File: config.mk
export PLATFORM = sky130hd
export DESIGN_NAME = wlan_mgmt_element_parser_flat
export DESIGN_NICKNAME = d
export VERILOG_FILES = /design/src/hdl/wmep_pkg.sv /design/src/hdl/wmep_if.sv /design/src/hdl/wlan_mgmt_element_parser.sv /design/src/hdl/wmep_core.sv /design/src/flat_wrapper.sv
export SDC_FILE = /design/constraint.sdc
export NUM_CORES = 2
export LEC_CHECK = 0
export BUFFER_PORTS_ARGS = -buffer_cell sky130_fd_sc_hd__buf_2
export CORE_MARGIN = 5
export CORE_UTILIZATION = 60
export DETAILED_ROUTE_END_ITERATION = 10
export MAX_ROUTING_LAYER = met4
export PLACE_DENSITY = 0.78
export SLEW_MARGIN = 0
export SYNTH_ARGS = -nofsm -noshare
export SYNTH_HDL_FRONTEND = slang
export SYNTH_HIERARCHICAL = 1
export SYNTH_SLANG_ARGS = --single-unit
File: constraint.sdc
create_clock -name i_clk -period 25.4 [get_ports i_clk]
set_input_delay 1.27 -clock i_clk [delete_from_list [all_inputs] [get_ports i_clk]]
set_output_delay 1.27 -clock i_clk [all_outputs]
set_load 0.02 [all_outputs]
File: src/hdl/wmep_pkg.sv
// Types, codes and lookup functions for the 802.11 management element parser.
// Used by wmep_core.sv and wlan_mgmt_element_parser.sv.
package wmep_pkg;

    localparam int unsigned C_FRAME_MAX = 4096;
    localparam int unsigned C_QDEPTH    = 4;

    typedef enum logic [3:0] {
        K_ASSOC     = 4'd0,
        K_DISASSOC  = 4'd1,
        K_DEAUTH    = 4'd2,
        K_BEACON    = 4'd3,
        K_PROBE     = 4'd4,
        K_PROBE_RSP = 4'd5,
        K_DATA      = 4'd6,
        K_IGNORED   = 4'd7,
        K_UNKNOWN   = 4'd8
    } t_kind;

    typedef enum logic [3:0] {
        PH_TAG  = 4'b0001,
        PH_LEN  = 4'b0010,
        PH_VAL  = 4'b0100,
        PH_STOP = 4'b1000
    } t_phase;

    localparam logic [1:0] ST_OK      = 2'd0;
    localparam logic [1:0] ST_SHORT   = 2'd1;
    localparam logic [1:0] ST_TAG_END = 2'd2;
    localparam logic [1:0] ST_OVERRUN = 2'd3;

    localparam logic [2:0] VC_NONE     = 3'd0;
    localparam logic [2:0] VC_KNOWN    = 3'd1;
    localparam logic [2:0] VC_MS_CIPH  = 3'd2;
    localparam logic [2:0] VC_MS_OTHER = 3'd3;
    localparam logic [2:0] VC_SILENT   = 3'd4;
    localparam logic [2:0] VC_UNKNOWN  = 3'd5;
    localparam logic [2:0] VC_SHORT    = 3'd6;

    localparam logic [7:0] TAG_SSID    = 8'h00;
    localparam logic [7:0] TAG_RATES   = 8'h01;
    localparam logic [7:0] TAG_DS      = 8'h03;
    localparam logic [7:0] TAG_TIM     = 8'h05;
    localparam logic [7:0] TAG_COUNTRY = 8'h07;
    localparam logic [7:0] TAG_XRATES  = 8'h32;
    localparam logic [7:0] TAG_V80     = 8'h80;
    localparam logic [7:0] TAG_VENDOR  = 8'hdd;

    localparam logic [23:0] OUI_SRC_QUIRK = 24'h00022d;
    localparam logic [23:0] OUI_V80       = 24'h00601d;
    localparam logic [23:0] OUI_VDD       = 24'h00037f;
    localparam logic [23:0] OUI_MS        = 24'h0050f2;

    typedef struct packed {
        logic        record_kind;
        logic [3:0]  frame_kind;
        logic [47:0] source_address;
        logic [47:0] bss_address;
        logic [11:0] value_offset;
        logic [7:0]  value_length;
        logic [9:0]  highest_rate;
        logic [7:0]  channel_number;
        logic [15:0] reason_code;
        logic [7:0]  element_tag;
        logic [2:0]  vendor_class;
        logic [1:0]  parse_status;
    } t_rec;

    typedef struct packed {
        logic elem_vld;
        t_rec elem;
        logic summ_vld;
        t_rec summ;
    } t_step_out;

    function automatic t_kind kind_of(input logic [7:0] b);
        t_kind k;
        case (b)
            8'h00: k = K_ASSOC;
            8'ha0: k = K_DISASSOC;
            8'hc0: k = K_DEAUTH;
            8'h80: k = K_BEACON;
            8'h40: k = K_PROBE;
            8'h50: k = K_PROBE_RSP;
            8'h08, 8'h88: k = K_DATA;
            8'h10, 8'hd4, 8'h48, 8'hb0, 8'hb4, 8'hc4, 8'h30, 8'hc8, 8'ha4, 8'h20:
                k = K_IGNORED;
            default: k = K_UNKNOWN;
        endcase
        return k;
    endfunction

    function automatic logic reportable(input logic [7:0] t);
        return t inside {8'h06, 8'h0a, 8'h0b, 8'h96, 8'h2a, 8'h2f, 8'h2c, 8'h30, 8'h85};
    endfunction

    function automatic logic [2:0] vendor_class(input logic [7:0] len,
                                                input logic [31:0] sh);
        logic [23:0] oui;
        logic [7:0]  sub;
        logic [2:0]  vc;
        oui = (len >= 8'd4) ? sh[31:8] : sh[23:0];
        sub = sh[7:0];
        if (len < 8'd3) begin
            vc = VC_SHORT;
        end else begin
            case (oui)
                24'h00601d, 24'h001018, 24'h000347, 24'h004096, 24'h00037f:
                    vc = VC_KNOWN;
                OUI_MS:
                    vc = (len < 8'd4) ? VC_SHORT :
                         ((sub == 8'd1 || sub == 8'd2) ? VC_MS_CIPH : VC_MS_OTHER);
                24'h000393, 24'h000af5:
                    vc = VC_SILENT;
                default:
                    vc = VC_UNKNOWN;
            endcase
        end
        return vc;
    endfunction

endpackage

File: src/hdl/wmep_if.sv
// Valid/ready channel interfaces for the frame byte input and the record output.
// Depends on nothing but plain logic types.
interface wmep_in_if;
    logic        valid;
    logic        ready;
    logic        start_of_frame;
    logic [7:0]  data_byte;
    logic [11:0] frame_length;
    modport source (output valid, start_of_frame, data_byte, frame_length, input ready);
    modport sink (input valid, start_of_frame, data_byte, frame_length, output ready);
endinterface

interface wmep_out_if;
    logic        valid;
    logic        ready;
    logic        record_kind;
    logic [3:0]  frame_kind;
    logic [47:0] source_address;
    logic [47:0] bss_address;
    logic [11:0] value_offset;
    logic [7:0]  value_length;
    logic [9:0]  highest_rate;
    logic [7:0]  channel_number;
    logic [15:0] reason_code;
    logic [7:0]  element_tag;
    logic [2:0]  vendor_class;
    logic [1:0]  parse_status;
    modport source (output valid, record_kind, frame_kind, source_address, bss_address,
                    value_offset, value_length, highest_rate, channel_number, reason_code,
                    element_tag, vendor_class, parse_status, input ready);
    modport sink (input valid, record_kind, frame_kind, source_address, bss_address,
                  value_offset, value_length, highest_rate, channel_number, reason_code,
                  element_tag, vendor_class, parse_status, output ready);
endinterface

File: src/hdl/wlan_mgmt_element_parser.sv
// Top level: input register, parser core and a small record queue on the output.
// Depends on wmep_pkg, wmep_if (wmep_in_if, wmep_out_if) and wmep_core.
//
//  channel | dir | payload                                  | items per transfer
//  i_in    | in  | start_of_frame, data_byte, frame_length  | one byte
//  o_out   | out | record_kind .. parse_status (12 fields)  | one record
//
// One byte per cycle while the queue has room: a byte is parsed while it sits in the
// input register, and its records enter a 4-entry queue at the next edge, where o_out
// can take the first record.
// A byte is parsed only when the queue can take two records, as the last byte of
// a frame can push both an element record and the summary.
// Reset (i_rst_n low, synchronous) empties the queue and clears all parser state.
// Stalls on o_out back up into i_in.ready once the queue is near full.
module wlan_mgmt_element_parser
    import wmep_pkg::*;
#(
    parameter int unsigned FRAME_MAX = C_FRAME_MAX
) (
    input  logic       i_clk,
    input  logic       i_rst_n,
    wmep_in_if.sink    i_in,
    wmep_out_if.source o_out
);
    localparam int unsigned QW = $clog2(C_QDEPTH);

    logic        r_iv;
    logic        r_sof;
    logic [7:0]  r_byte;
    logic [11:0] r_len;
    t_step_out   res;
    t_rec        r_q [C_QDEPTH];
    logic [QW-1:0] r_wp, r_rp;
    logic [QW:0]   r_cnt;
    logic        pop, step;
    logic [QW:0] left;
    logic [1:0]  npush;
    t_rec        head;

    assign pop   = o_out.valid && o_out.ready;
    assign left  = r_cnt - {{QW{1'b0}}, pop};
    assign step  = r_iv && (left <= (QW+1)'(C_QDEPTH - 2));
    assign i_in.ready = !r_iv || step;
    assign npush = {1'b0, res.elem_vld} + {1'b0, res.summ_vld};

    always_ff @(posedge i_clk) begin
        if (!i_rst_n) begin
            r_iv <= 1'b0;
        end else if (i_in.ready) begin
            r_iv <= i_in.valid;
        end
    end

    always_ff @(posedge i_clk) begin
        if (i_in.ready && i_in.valid) begin
            r_sof  <= i_in.start_of_frame;
            r_byte <= i_in.data_byte;
            r_len  <= i_in.frame_length;
        end
    end

    wmep_core #(.FRAME_MAX(FRAME_MAX)) u_core (
        .i_clk  (i_clk),
        .i_rst_n(i_rst_n),
        .i_step (step),
        .i_sof  (r_sof),
        .i_byte (r_byte),
        .i_len  (r_len),
        .o_res  (res)
    );

    always_ff @(posedge i_clk) begin
        if (res.elem_vld) begin
            r_q[r_wp] <= res.elem;
        end
        if (res.summ_vld) begin
            r_q[r_wp + QW'(res.elem_vld)] <= res.summ;
        end
    end

    always_ff @(posedge i_clk) begin
        if (!i_rst_n) begin
            r_wp <= '0; r_rp <= '0; r_cnt <= '0;
        end else begin
            r_wp  <= r_wp + QW'(npush);
            r_rp  <= r_rp + QW'(pop);
            r_cnt <= left + (QW+1)'(npush);
        end
    end

    assign head = r_q[r_rp];
    assign o_out.valid          = (r_cnt != '0);
    assign o_out.record_kind    = head.record_kind;
    assign o_out.frame_kind     = head.frame_kind;
    assign o_out.source_address = head.source_address;
    assign o_out.bss_address    = head.bss_address;
    assign o_out.value_offset   = head.value_offset;
    assign o_out.value_length   = head.value_length;
    assign o_out.highest_rate   = head.highest_rate;
    assign o_out.channel_number = head.channel_number;
    assign o_out.reason_code    = head.reason_code;
    assign o_out.element_tag    = head.element_tag;
    assign o_out.vendor_class   = head.vendor_class;
    assign o_out.parse_status   = head.parse_status;

    assert property (@(posedge i_clk) disable iff (!i_rst_n)
        r_cnt <= (QW+1)'(C_QDEPTH))
        else $error("record queue overflow");
    assert property (@(posedge i_clk) disable iff (!i_rst_n)
        !step |-> npush == 2'd0)
        else $error("records produced without a parsed byte");
    assert property (@(posedge i_clk) disable iff (!i_rst_n)
        res.elem_vld && res.summ_vld |-> res.summ.record_kind && !res.elem.record_kind)
        else $error("record order within a byte broken");
endmodule

File: src/hdl/wmep_core.sv
// Per-byte parser state and update: header capture, element walk, record build.
// Depends on wmep_pkg.
module wmep_core
    import wmep_pkg::*;
#(
    parameter int unsigned FRAME_MAX = C_FRAME_MAX
) (
    input  logic        i_clk,
    input  logic        i_rst_n,
    input  logic        i_step,
    input  logic        i_sof,
    input  logic [7:0]  i_byte,
    input  logic [11:0] i_len,
    output t_step_out   o_res
);
    localparam int unsigned LMAX = (FRAME_MAX - 1 > 4095) ? 4095 : FRAME_MAX - 1;

    logic [11:0] r_pos, n_pos;
    t_kind       r_kind, n_kind;
    logic [47:0] r_src, n_src, r_bss, n_bss;
    t_phase      r_phase, n_phase;
    logic [7:0]  r_tag, n_tag, r_rem, n_rem, r_elen, n_elen;
    logic [11:0] r_vstart, n_vstart;
    logic [31:0] r_oui, n_oui;
    logic [9:0]  r_rate, n_rate;
    logic [7:0]  r_chan, n_chan;
    logic [19:0] r_ssid, n_ssid;
    logic [15:0] r_reason, n_reason;
    logic [1:0]  r_status, n_status;
    logic        r_clamp, n_clamp;

    logic [11:0] lc, p, rem, idx;
    logic [12:0] p1;
    logic [4:0]  minlen;
    logic [5:0]  start;
    logic        walk_en, src_match, fin, emit;
    logic [7:0]  len;
    logic [9:0]  rate;
    logic [2:0]  vc;
    logic [23:0] want;

    always_comb begin
        n_pos = r_pos; n_kind = r_kind; n_src = r_src; n_bss = r_bss;
        n_phase = r_phase; n_tag = r_tag; n_rem = r_rem; n_elen = r_elen;
        n_vstart = r_vstart; n_oui = r_oui; n_rate = r_rate; n_chan = r_chan;
        n_ssid = r_ssid; n_reason = r_reason; n_status = r_status; n_clamp = r_clamp;
        o_res = '0;
        lc = (i_len > 12'(LMAX)) ? 12'(LMAX) : i_len;
        p = i_sof ? 12'd0 : r_pos;
        p1 = {1'b0, p} + 13'd1;
        minlen = '0; start = '0; walk_en = 1'b0; src_match = 1'b0;
        fin = 1'b0; emit = 1'b0; len = '0; rem = '0; idx = '0; rate = '0;
        vc = VC_NONE; want = '0;
        if (i_step) begin
            if (i_sof) begin
                n_pos = '0;
            end
            if (p < lc) begin
                if (p == 12'd0) begin
                    n_src = '0; n_bss = '0; n_phase = PH_TAG; n_tag = '0; n_rem = '0;
                    n_vstart = '0; n_oui = '0; n_rate = '0; n_chan = '0; n_ssid = '0;
                    n_reason = '0; n_status = ST_OK; n_elen = '0; n_clamp = 1'b0;
                    n_kind = kind_of(i_byte);
                end
                case (n_kind)
                    K_ASSOC: begin
                        minlen = 5'd28; start = 6'd28; walk_en = 1'b1;
                    end
                    K_DISASSOC, K_DEAUTH: begin
                        minlen = 5'd26;
                    end
                    K_BEACON, K_PROBE_RSP: begin
                        minlen = 5'd24; start = 6'd36; walk_en = 1'b1;
                    end
                    K_PROBE: begin
                        minlen = 5'd24; start = 6'd24; walk_en = 1'b1;
                    end
                    default: begin
                        minlen = '0;
                    end
                endcase
                if (p >= 12'd10 && p <= 12'd15) n_src = {n_src[39:0], i_byte};
                if (n_kind == K_ASSOC || n_kind == K_DISASSOC || n_kind == K_DEAUTH) begin
                    if (p >= 12'd16 && p <= 12'd21) n_bss = {n_bss[39:0], i_byte};
                    if (p == 12'd24) n_reason[7:0] = i_byte;
                    if (p == 12'd25) n_reason[15:8] = i_byte;
                end
                src_match = (n_src[47:24] == OUI_SRC_QUIRK);
                if (walk_en && lc >= 12'(minlen) && p >= 12'(start)) begin
                    case (n_phase)
                        PH_TAG: begin
                            if (p1 == {1'b0, lc} && i_byte == TAG_V80 && src_match) begin
                                n_phase = PH_STOP;
                            end else begin
                                n_tag = i_byte;
                                if (p1 >= {1'b0, lc}) begin
                                    n_status = ST_TAG_END;
                                    n_phase = PH_STOP;
                                end else begin
                                    n_phase = PH_LEN;
                                end
                            end
                        end
                        PH_LEN: begin
                            rem = lc - p1[11:0];
                            n_vstart = p1[11:0];
                            n_clamp = 1'b0;
                            len = i_byte;
                            if ({4'd0, i_byte} > rem) begin
                                if (n_tag == TAG_TIM && src_match) begin
                                    len = rem[7:0];
                                end else if ((n_tag == TAG_V80 || n_tag == TAG_VENDOR)
                                             && rem > 12'd3) begin
                                    len = rem[7:0];
                                    n_clamp = 1'b1;
                                end else begin
                                    n_status = ST_OVERRUN;
                                    n_phase = PH_STOP;
                                end
                            end
                            if (n_phase != PH_STOP) begin
                                n_elen = len; n_rem = len; n_oui = '0;
                                if (len == 8'd0) fin = 1'b1;
                                else n_phase = PH_VAL;
                            end
                        end
                        PH_VAL: begin
                            idx = p - n_vstart;
                            if (idx < 12'd4) n_oui = {n_oui[23:0], i_byte};
                            if (n_tag == TAG_RATES || n_tag == TAG_XRATES) begin
                                rate = {1'b0, i_byte[6:0], 2'b00} + {3'd0, i_byte[6:0]};
                                if (rate > n_rate) n_rate = rate;
                            end
                            if (n_tag == TAG_DS && n_rem == 8'd1) n_chan = i_byte;
                            want = (n_tag == TAG_V80) ? OUI_V80 : OUI_VDD;
                            if (idx == 12'd2 && n_clamp && n_oui[23:0] != want) begin
                                n_status = ST_OVERRUN;
                                n_phase = PH_STOP;
                            end else begin
                                n_rem = n_rem - 8'd1;
                                if (n_rem == 8'd0) fin = 1'b1;
                            end
                        end
                        default: begin
                            n_phase = r_phase;
                        end
                    endcase
                end
                if (fin) begin
                    n_phase = PH_TAG;
                    if (n_tag == TAG_SSID) n_ssid = {n_elen, n_vstart};
                    if (reportable(n_tag)) begin
                        emit = 1'b1;
                    end else if (n_tag == TAG_COUNTRY) begin
                        emit = (n_elen >= 8'd3);
                    end else if (n_tag == TAG_V80 || n_tag == TAG_VENDOR) begin
                        emit = 1'b1;
                        vc = vendor_class(n_elen, n_oui);
                    end
                end
                if (p1 == {1'b0, lc} && lc < 12'(minlen)) n_status = ST_SHORT;
                o_res.elem_vld = emit;
                o_res.elem = '{record_kind: 1'b0, frame_kind: n_kind, source_address: n_src,
                               bss_address: n_bss, value_offset: n_vstart,
                               value_length: n_elen, highest_rate: n_rate,
                               channel_number: n_chan, reason_code: n_reason,
                               element_tag: n_tag, vendor_class: vc,
                               parse_status: ST_OK};
                o_res.summ_vld = (p1 == {1'b0, lc});
                o_res.summ = '{record_kind: 1'b1, frame_kind: n_kind, source_address: n_src,
                               bss_address: n_bss, value_offset: n_ssid[11:0],
                               value_length: n_ssid[19:12], highest_rate: n_rate,
                               channel_number: n_chan, reason_code: n_reason,
                               element_tag: 8'd0, vendor_class: VC_NONE,
                               parse_status: n_status};
                n_pos = p1[11:0];
            end
        end
    end

    always_ff @(posedge i_clk) begin
        if (!i_rst_n) begin
            r_pos <= '0; r_kind <= K_ASSOC; r_src <= '0; r_bss <= '0;
            r_phase <= PH_TAG; r_tag <= '0; r_rem <= '0; r_elen <= '0;
            r_vstart <= '0; r_oui <= '0; r_rate <= '0; r_chan <= '0;
            r_ssid <= '0; r_reason <= '0; r_status <= ST_OK; r_clamp <= 1'b0;
        end else begin
            r_pos <= n_pos; r_kind <= n_kind; r_src <= n_src; r_bss <= n_bss;
            r_phase <= n_phase; r_tag <= n_tag; r_rem <= n_rem; r_elen <= n_elen;
            r_vstart <= n_vstart; r_oui <= n_oui; r_rate <= n_rate; r_chan <= n_chan;
            r_ssid <= n_ssid; r_reason <= n_reason; r_status <= n_status;
            r_clamp <= n_clamp;
        end
    end

    // a value byte is only ever taken while an element length is outstanding
    assert property (@(posedge i_clk) disable iff (!i_rst_n)
        r_phase == PH_VAL |-> r_rem != 8'd0)
        else $error("value phase with zero remaining count");
    // clamped elements are always vendor-type tags
    assert property (@(posedge i_clk) disable iff (!i_rst_n)
        (r_phase == PH_VAL && r_clamp) |-> (r_tag == TAG_V80 || r_tag == TAG_VENDOR))
        else $error("clamp pending on non-vendor element");
    // an element record never carries a status
    assert property (@(posedge i_clk) disable iff (!i_rst_n)
        o_res.elem_vld |-> o_res.elem.parse_status == ST_OK)
        else $error("element record with status");
endmodule

File: src/flat_wrapper.sv
// flat-port wrapper written by rule: the top's interface ports become plain ports
module wlan_mgmt_element_parser_flat import wmep_pkg::*;
#(
    parameter int unsigned FRAME_MAX = C_FRAME_MAX
)
  (i_clk, i_rst_n, i_in_valid, i_in_start_of_frame, i_in_data_byte, i_in_frame_length, i_in_ready, o_out_valid, o_out_record_kind, o_out_frame_kind, o_out_source_address, o_out_bss_address, o_out_value_offset, o_out_value_length, o_out_highest_rate, o_out_channel_number, o_out_reason_code, o_out_element_tag, o_out_vendor_class, o_out_parse_status, o_out_ready);
  wmep_in_if i_in_i ();
  wmep_out_if o_out_i ();
  input  logic i_clk;
  input  logic i_rst_n;
  input wire logic [$bits(i_in_i.valid)-1:0] i_in_valid;
  input wire logic [$bits(i_in_i.start_of_frame)-1:0] i_in_start_of_frame;
  input wire logic [$bits(i_in_i.data_byte)-1:0] i_in_data_byte;
  input wire logic [$bits(i_in_i.frame_length)-1:0] i_in_frame_length;
  output wire logic [$bits(i_in_i.ready)-1:0] i_in_ready;
  output wire logic [$bits(o_out_i.valid)-1:0] o_out_valid;
  output wire logic [$bits(o_out_i.record_kind)-1:0] o_out_record_kind;
  output wire logic [$bits(o_out_i.frame_kind)-1:0] o_out_frame_kind;
  output wire logic [$bits(o_out_i.source_address)-1:0] o_out_source_address;
  output wire logic [$bits(o_out_i.bss_address)-1:0] o_out_bss_address;
  output wire logic [$bits(o_out_i.value_offset)-1:0] o_out_value_offset;
  output wire logic [$bits(o_out_i.value_length)-1:0] o_out_value_length;
  output wire logic [$bits(o_out_i.highest_rate)-1:0] o_out_highest_rate;
  output wire logic [$bits(o_out_i.channel_number)-1:0] o_out_channel_number;
  output wire logic [$bits(o_out_i.reason_code)-1:0] o_out_reason_code;
  output wire logic [$bits(o_out_i.element_tag)-1:0] o_out_element_tag;
  output wire logic [$bits(o_out_i.vendor_class)-1:0] o_out_vendor_class;
  output wire logic [$bits(o_out_i.parse_status)-1:0] o_out_parse_status;
  input wire logic [$bits(o_out_i.ready)-1:0] o_out_ready;
  assign i_in_i.valid = i_in_valid;
  assign i_in_i.start_of_frame = i_in_start_of_frame;
  assign i_in_i.data_byte = i_in_data_byte;
  assign i_in_i.frame_length = i_in_frame_length;
  assign i_in_ready = i_in_i.ready;
  assign o_out_valid = o_out_i.valid;
  assign o_out_record_kind = o_out_i.record_kind;
  assign o_out_frame_kind = o_out_i.frame_kind;
  assign o_out_source_address = o_out_i.source_address;
  assign o_out_bss_address = o_out_i.bss_address;
  assign o_out_value_offset = o_out_i.value_offset;
  assign o_out_value_length = o_out_i.value_length;
  assign o_out_highest_rate = o_out_i.highest_rate;
  assign o_out_channel_number = o_out_i.channel_number;
  assign o_out_reason_code = o_out_i.reason_code;
  assign o_out_element_tag = o_out_i.element_tag;
  assign o_out_vendor_class = o_out_i.vendor_class;
  assign o_out_parse_status = o_out_i.parse_status;
  assign o_out_i.ready = o_out_ready;
  wlan_mgmt_element_parser #(.FRAME_MAX(FRAME_MAX)) u_core (.i_clk(i_clk), .i_rst_n(i_rst_n), .i_in(i_in_i), .o_out(o_out_i));
endmodule
==> flow_metrics.tcl <==
set metrics [dict create \
    worst_supply_voltage_drop_on_vdd_mv 0.0639 \
    crit_top_cell "sky130_fd_sc_hd__ha_1" \
    worstPathMaxFanout 60 \
    final.period_utilization_pct 48.6 \
    stdcell_count 5393 \
    synthToLayoutAreaGrowth_pct 7.19 \
    grtUsageTotal_pct 28.1 \
    timing.hold.worst.class "flop to flop" \
    synthDominantCellAreaShare_pct 40.1 \
    holdWs_ns 0.466 \
    syn_avg_cell_area_um2 12.2 \
    power_density_nw_per_um2 69.7 \
    hold_path_startpoint "u_core/u_core/r_rate[8]$_SDFFE_PN0P_" \
    dieHeight_um 304 \
    critical_path.endpoint_type "flop" \
    worst_slew_pin_slew_ns 1.26 \
    cts-root-to-sink-buffers 3 \
    rr_endpoint "u_core/r_q[0][77]$_DFFE_PP_" \
    share_seq_of_total_power_pct 43.9 \
    cap_violations 0 \
    number_of_clock_sinks 942 \
    routed_wire_length_per_instance_um 24.2 \
    number_of_synthesized_flops_with_an_enable_pin 693 \
    synth_fa_ha_area_share_pct 2.31 \
    synth-seq-area-share_pct 49.7 \
    power.share.combinational_pct 19.1 \
    synthArstFlopShare_pct 0 \
    initial_utilization_pct 60.2 \
    ioPinCount 195 \
    htree_levels 3 \
    synth_compound_area_share_pct 9.17 \
    post_synth_main_area_contributors "sky130_fd_sc_hd__edfxtp_1, sky130_fd_sc_hd__dfxtp_1, sky130_fd_sc_hd__mux2_2" \
    yosysMostFrequentCell "sky130_fd_sc_hd__edfxtp_1" \
    post-cts-setup-buffer-count 0 \
    r2r_start "u_core/r_sof$_DFFE_PP_" \
    worst_hold_path.endpoint "u_core/u_core/r_rate[8]$_SDFFE_PN0P_" \
    via_count 34400 \
    finalWirelength_um 130000 \
    hold_buffers 0 \
    pwr-share-clk_pct 37.0 \
    tritoncts "yes" \
    fmax_ghz 0.0810 \
    run_status "finished, final reports clean" \
    yosys_register_bits 942 \
    synth_cell_types 101 \
    internal_power_component_w 0.00273 \
    dr.pass1.iters 6 \
    vias_in_the_first_global_route 33400 \
    summed_instance_area_of_the_synthesized_netlist_um2 51900 \
    yosys.area.top_type "sky130_fd_sc_hd__edfxtp_1" \
    power.switching_fraction_pct 29.5 \
    timing.final.setup_violations 0 \
    post-route-drc-count 0 \
    worst_path_largest_cell_delay_ns 0.84 \
    crit_arrival_ns 12.64 \
    dominant_synthesized_flop_cell "sky130_fd_sc_hd__edfxtp_1" \
    cts.root.buffer_cell "sky130_fd_sc_hd__clkbuf_16" \
    grt_antenna_before_repair 1 \
    startpoint_class_of_the_critical_path "flop" \
    dp.cells 5203 \
    synthSimpleGateAreaFrac_pct 10.3 \
    finalMaxSlewViolations 0 \
    netSwitchingPower_w 0.00115 \
    detailedPlacementHpwl_um 77600 \
    timing.reg2reg.worst_path_depth 32 \
    leakage_power_total_nw 20.6 \
    cts_inserted_buffers 99 \
    yosys-mux-area-fraction_pct 22.3 \
    placeableCoreArea_um2 86300 \
    port_buffers 194 \
    worstHoldPathCells 2 \
    chipWidth_um 304 \
    grt_first_pass_wirelength_um 201000 \
    netlist_top_cells_count "sky130_fd_sc_hd__edfxtp_1, sky130_fd_sc_hd__mux2_2, sky130_fd_sc_hd__nand2_1, sky130_fd_sc_hd__mux2_1, sky130_fd_sc_hd__dfxtp_1" \
    row_count 108 \
    maximum_number_of_pins_on_one_net_before_global_route_repair 164 \
    fin_setup_tns_ns 0 \
    routabilityCongestion 0.983 \
    design.die.area_um2 92600 \
    slew_headroom_pct 16.0 \
    crit_type "flop to flop" \
    clock-skew-final_ns 0.0407 \
    dr.first_iter.drc_count 3434 \
    clk_latency_ns 0.68 \
    largest_family_of_logic_cells_by_synthesized_area "multiplexers" \
    synthesis.instances 4248 \
    drive_gt1_share_pct 24.7 \
    grt_setup_unrepaired "no" \
    period_needed_ns 12.35 \
    share_of_the_synthesized_netlist_area_taken_by_xor_and_xnor_gates_pct 0.737 \
    cts_resized 0 \
    grt-ovfl-total 0 \
    critical_path.slowest_cell "sky130_fd_sc_hd__buf_4" \
    cts.clk_slew.worst_paths_ns 0.07 \
    reg2reg_slack_ns 13.05 \
    number_of_warnings_reported_in_the_yosys_synthesis_log 6 \
    viasPerCell 6.37 \
    detail-route-antenna-nets 0 \
    required_ns 25.69 \
    finish.net_count 4268 \
    finalHoldViolCount 0 \
]
-- power by group through the flow --
stage / clock [W] / sequential, W / combinational (W)
3_5_place_dp: 0 / 0.00174 / 0.000729
2_1_floorplan: 0 / 0.00170 / 0.000535
6_report: 0.00144 / 0.00170 / 0.000740
3_3_place_gp: 0 / 0.00174 / 0.000724
4_1_cts: 0.00146 / 0.00170 / 0.000733
5_1_grt: 0.00153 / 0.00171 / 0.000791
-- layer usage --
metal	GRT usage (%)	wire length [um]
met5	-	0
met4	8.21	3920
met3	4.15	9680
met2	45.8	63600
met1	37.1	53100
-- critical path, delay by kind of cell (launching register included) --
kind                       cells  cell delay (ns)
and+or+nand+nor               11             3.75
AOI/OAI and AO/OA             11             2.89
buffers and inverters          5             2.70
adders and majority gates      4             1.44
DFF                            1             0.68
xor gates and xnor gates       1             0.39
-- sequential cells by signal, indices dropped and copies added, names as in the netlist, 2 cells and up --
register                count
u_core/u_core/r_chan        8
u_core/r_rp                 2
u_core/u_core/r_rate       10
u_core/u_core/r_ssid       20
u_core/r_q                672
u_core/u_core/r_oui        32
u_core/u_core/r_rem         8
u_core/u_core/r_status      2
u_core/u_core/r_phase       4
u_core/u_core/r_tag         8
u_core/u_core/r_pos        12
u_core/r_len               12
u_core/u_core/r_reason     16
u_core/u_core/r_src        48
u_core/r_byte               8
u_core/u_core/r_kind        4
u_core/u_core/r_elen        8
u_core/r_cnt                3
u_core/u_core/r_bss        48
u_core/r_wp                 2
u_core/u_core/r_vstart     12
-- area by class of cell --
class | count | area, um^2
diodes | 2 | 5.00
clock buffers | 150 | 2840
clock inverters | 38 | 382
fillers | 6375 | 30700
inverters | 87 | 328
multi-input cells | 2773 | 23400
flip-flops and latches | 942 | 25800
well taps | 1155 | 1450
repair buffers | 246 | 1460
-- through the flow --
step / total power [W] / setup slack (ns) / util [%] / area, um^2
6_report: 0.00388 / 13.05 / 64.5 / 55700
5_1_grt: 0.00403 / 12.08 / 64.5 / 55700
4_1_cts: 0.00389 / 13.13 / 64.5 / 55700
3_5_place_dp: 0.00246 / 13.18 / 60.7 / 52400
3_3_place_gp: 0.00246 / 13.32 / 60.7 / 52400
2_1_floorplan: 0.00224 / 5.36 / - / 52000
-- worst max path at each step --
stage | from | to | slack (ns) | cells past startpoint
2_1_floorplan | u_core/r_sof$_DFFE_PP_ | u_core/r_q[0][0]$_DFFE_PP_ | 5.36 | 32
3_3_place_gp | u_core/r_sof$_DFFE_PP_ | u_core/r_q[0][96]$_DFFE_PP_ | 13.32 | 32
3_5_place_dp | u_core/r_sof$_DFFE_PP_ | u_core/r_q[0][101]$_DFFE_PP_ | 13.18 | 32
4_1_cts | u_core/r_sof$_DFFE_PP_ | u_core/r_q[0][121]$_DFFE_PP_ | 13.13 | 32
5_1_grt | u_core/r_sof$_DFFE_PP_ | u_core/r_q[0][68]$_DFFE_PP_ | 12.08 | 32
6_report | u_core/r_sof$_DFFE_PP_ | u_core/r_q[0][77]$_DFFE_PP_ | 13.05 | 32
-- cell families after synthesis --
logic type | Yosys count
and+or+nand+nor | 1054
DFF | 942
muxes | 860
AOI/OAI and AO/OA | 709
buffers and inverters | 546
adders and majority gates | 94
xor gates and xnor gates | 42
other | 1
-- placed cells by master (no fill, tap or decap), types with 11 or more instances in the layout --
cell and n:
sky130_fd_sc_hd__a21boi_0 38, sky130_fd_sc_hd__a21o_1 27, sky130_fd_sc_hd__a21oi_1 207, sky130_fd_sc_hd__a22oi_1 170, sky130_fd_sc_hd__a31oi_1 12, sky130_fd_sc_hd__a32oi_1 19, sky130_fd_sc_hd__and2_1 41, sky130_fd_sc_hd__buf_2 193
sky130_fd_sc_hd__buf_4 45, sky130_fd_sc_hd__clkbuf_1 37, sky130_fd_sc_hd__clkbuf_16 102, sky130_fd_sc_hd__clkbuf_8 11, sky130_fd_sc_hd__clkinv_2 18, sky130_fd_sc_hd__conb_1 14, sky130_fd_sc_hd__dfxtp_1 247, sky130_fd_sc_hd__edfxtp_1 693
sky130_fd_sc_hd__ha_1 91, sky130_fd_sc_hd__inv_1 86, sky130_fd_sc_hd__mux2_1 259, sky130_fd_sc_hd__mux2_2 422, sky130_fd_sc_hd__mux2i_1 11, sky130_fd_sc_hd__mux4_2 168, sky130_fd_sc_hd__nand2_1 407, sky130_fd_sc_hd__nand2b_1 12
sky130_fd_sc_hd__nand3_1 97, sky130_fd_sc_hd__nand3b_1 11, sky130_fd_sc_hd__nand4_1 33, sky130_fd_sc_hd__nor2_1 109, sky130_fd_sc_hd__nor2b_1 195, sky130_fd_sc_hd__nor3_1 28, sky130_fd_sc_hd__nor4_1 23, sky130_fd_sc_hd__o211a_1 15
sky130_fd_sc_hd__o211ai_1 14, sky130_fd_sc_hd__o21a_1 18, sky130_fd_sc_hd__o21ai_0 75, sky130_fd_sc_hd__or2_2 14, sky130_fd_sc_hd__or3_1 15, sky130_fd_sc_hd__xnor2_1 19, sky130_fd_sc_hd__xor2_1 21
(Power assumes the default switching activity.)
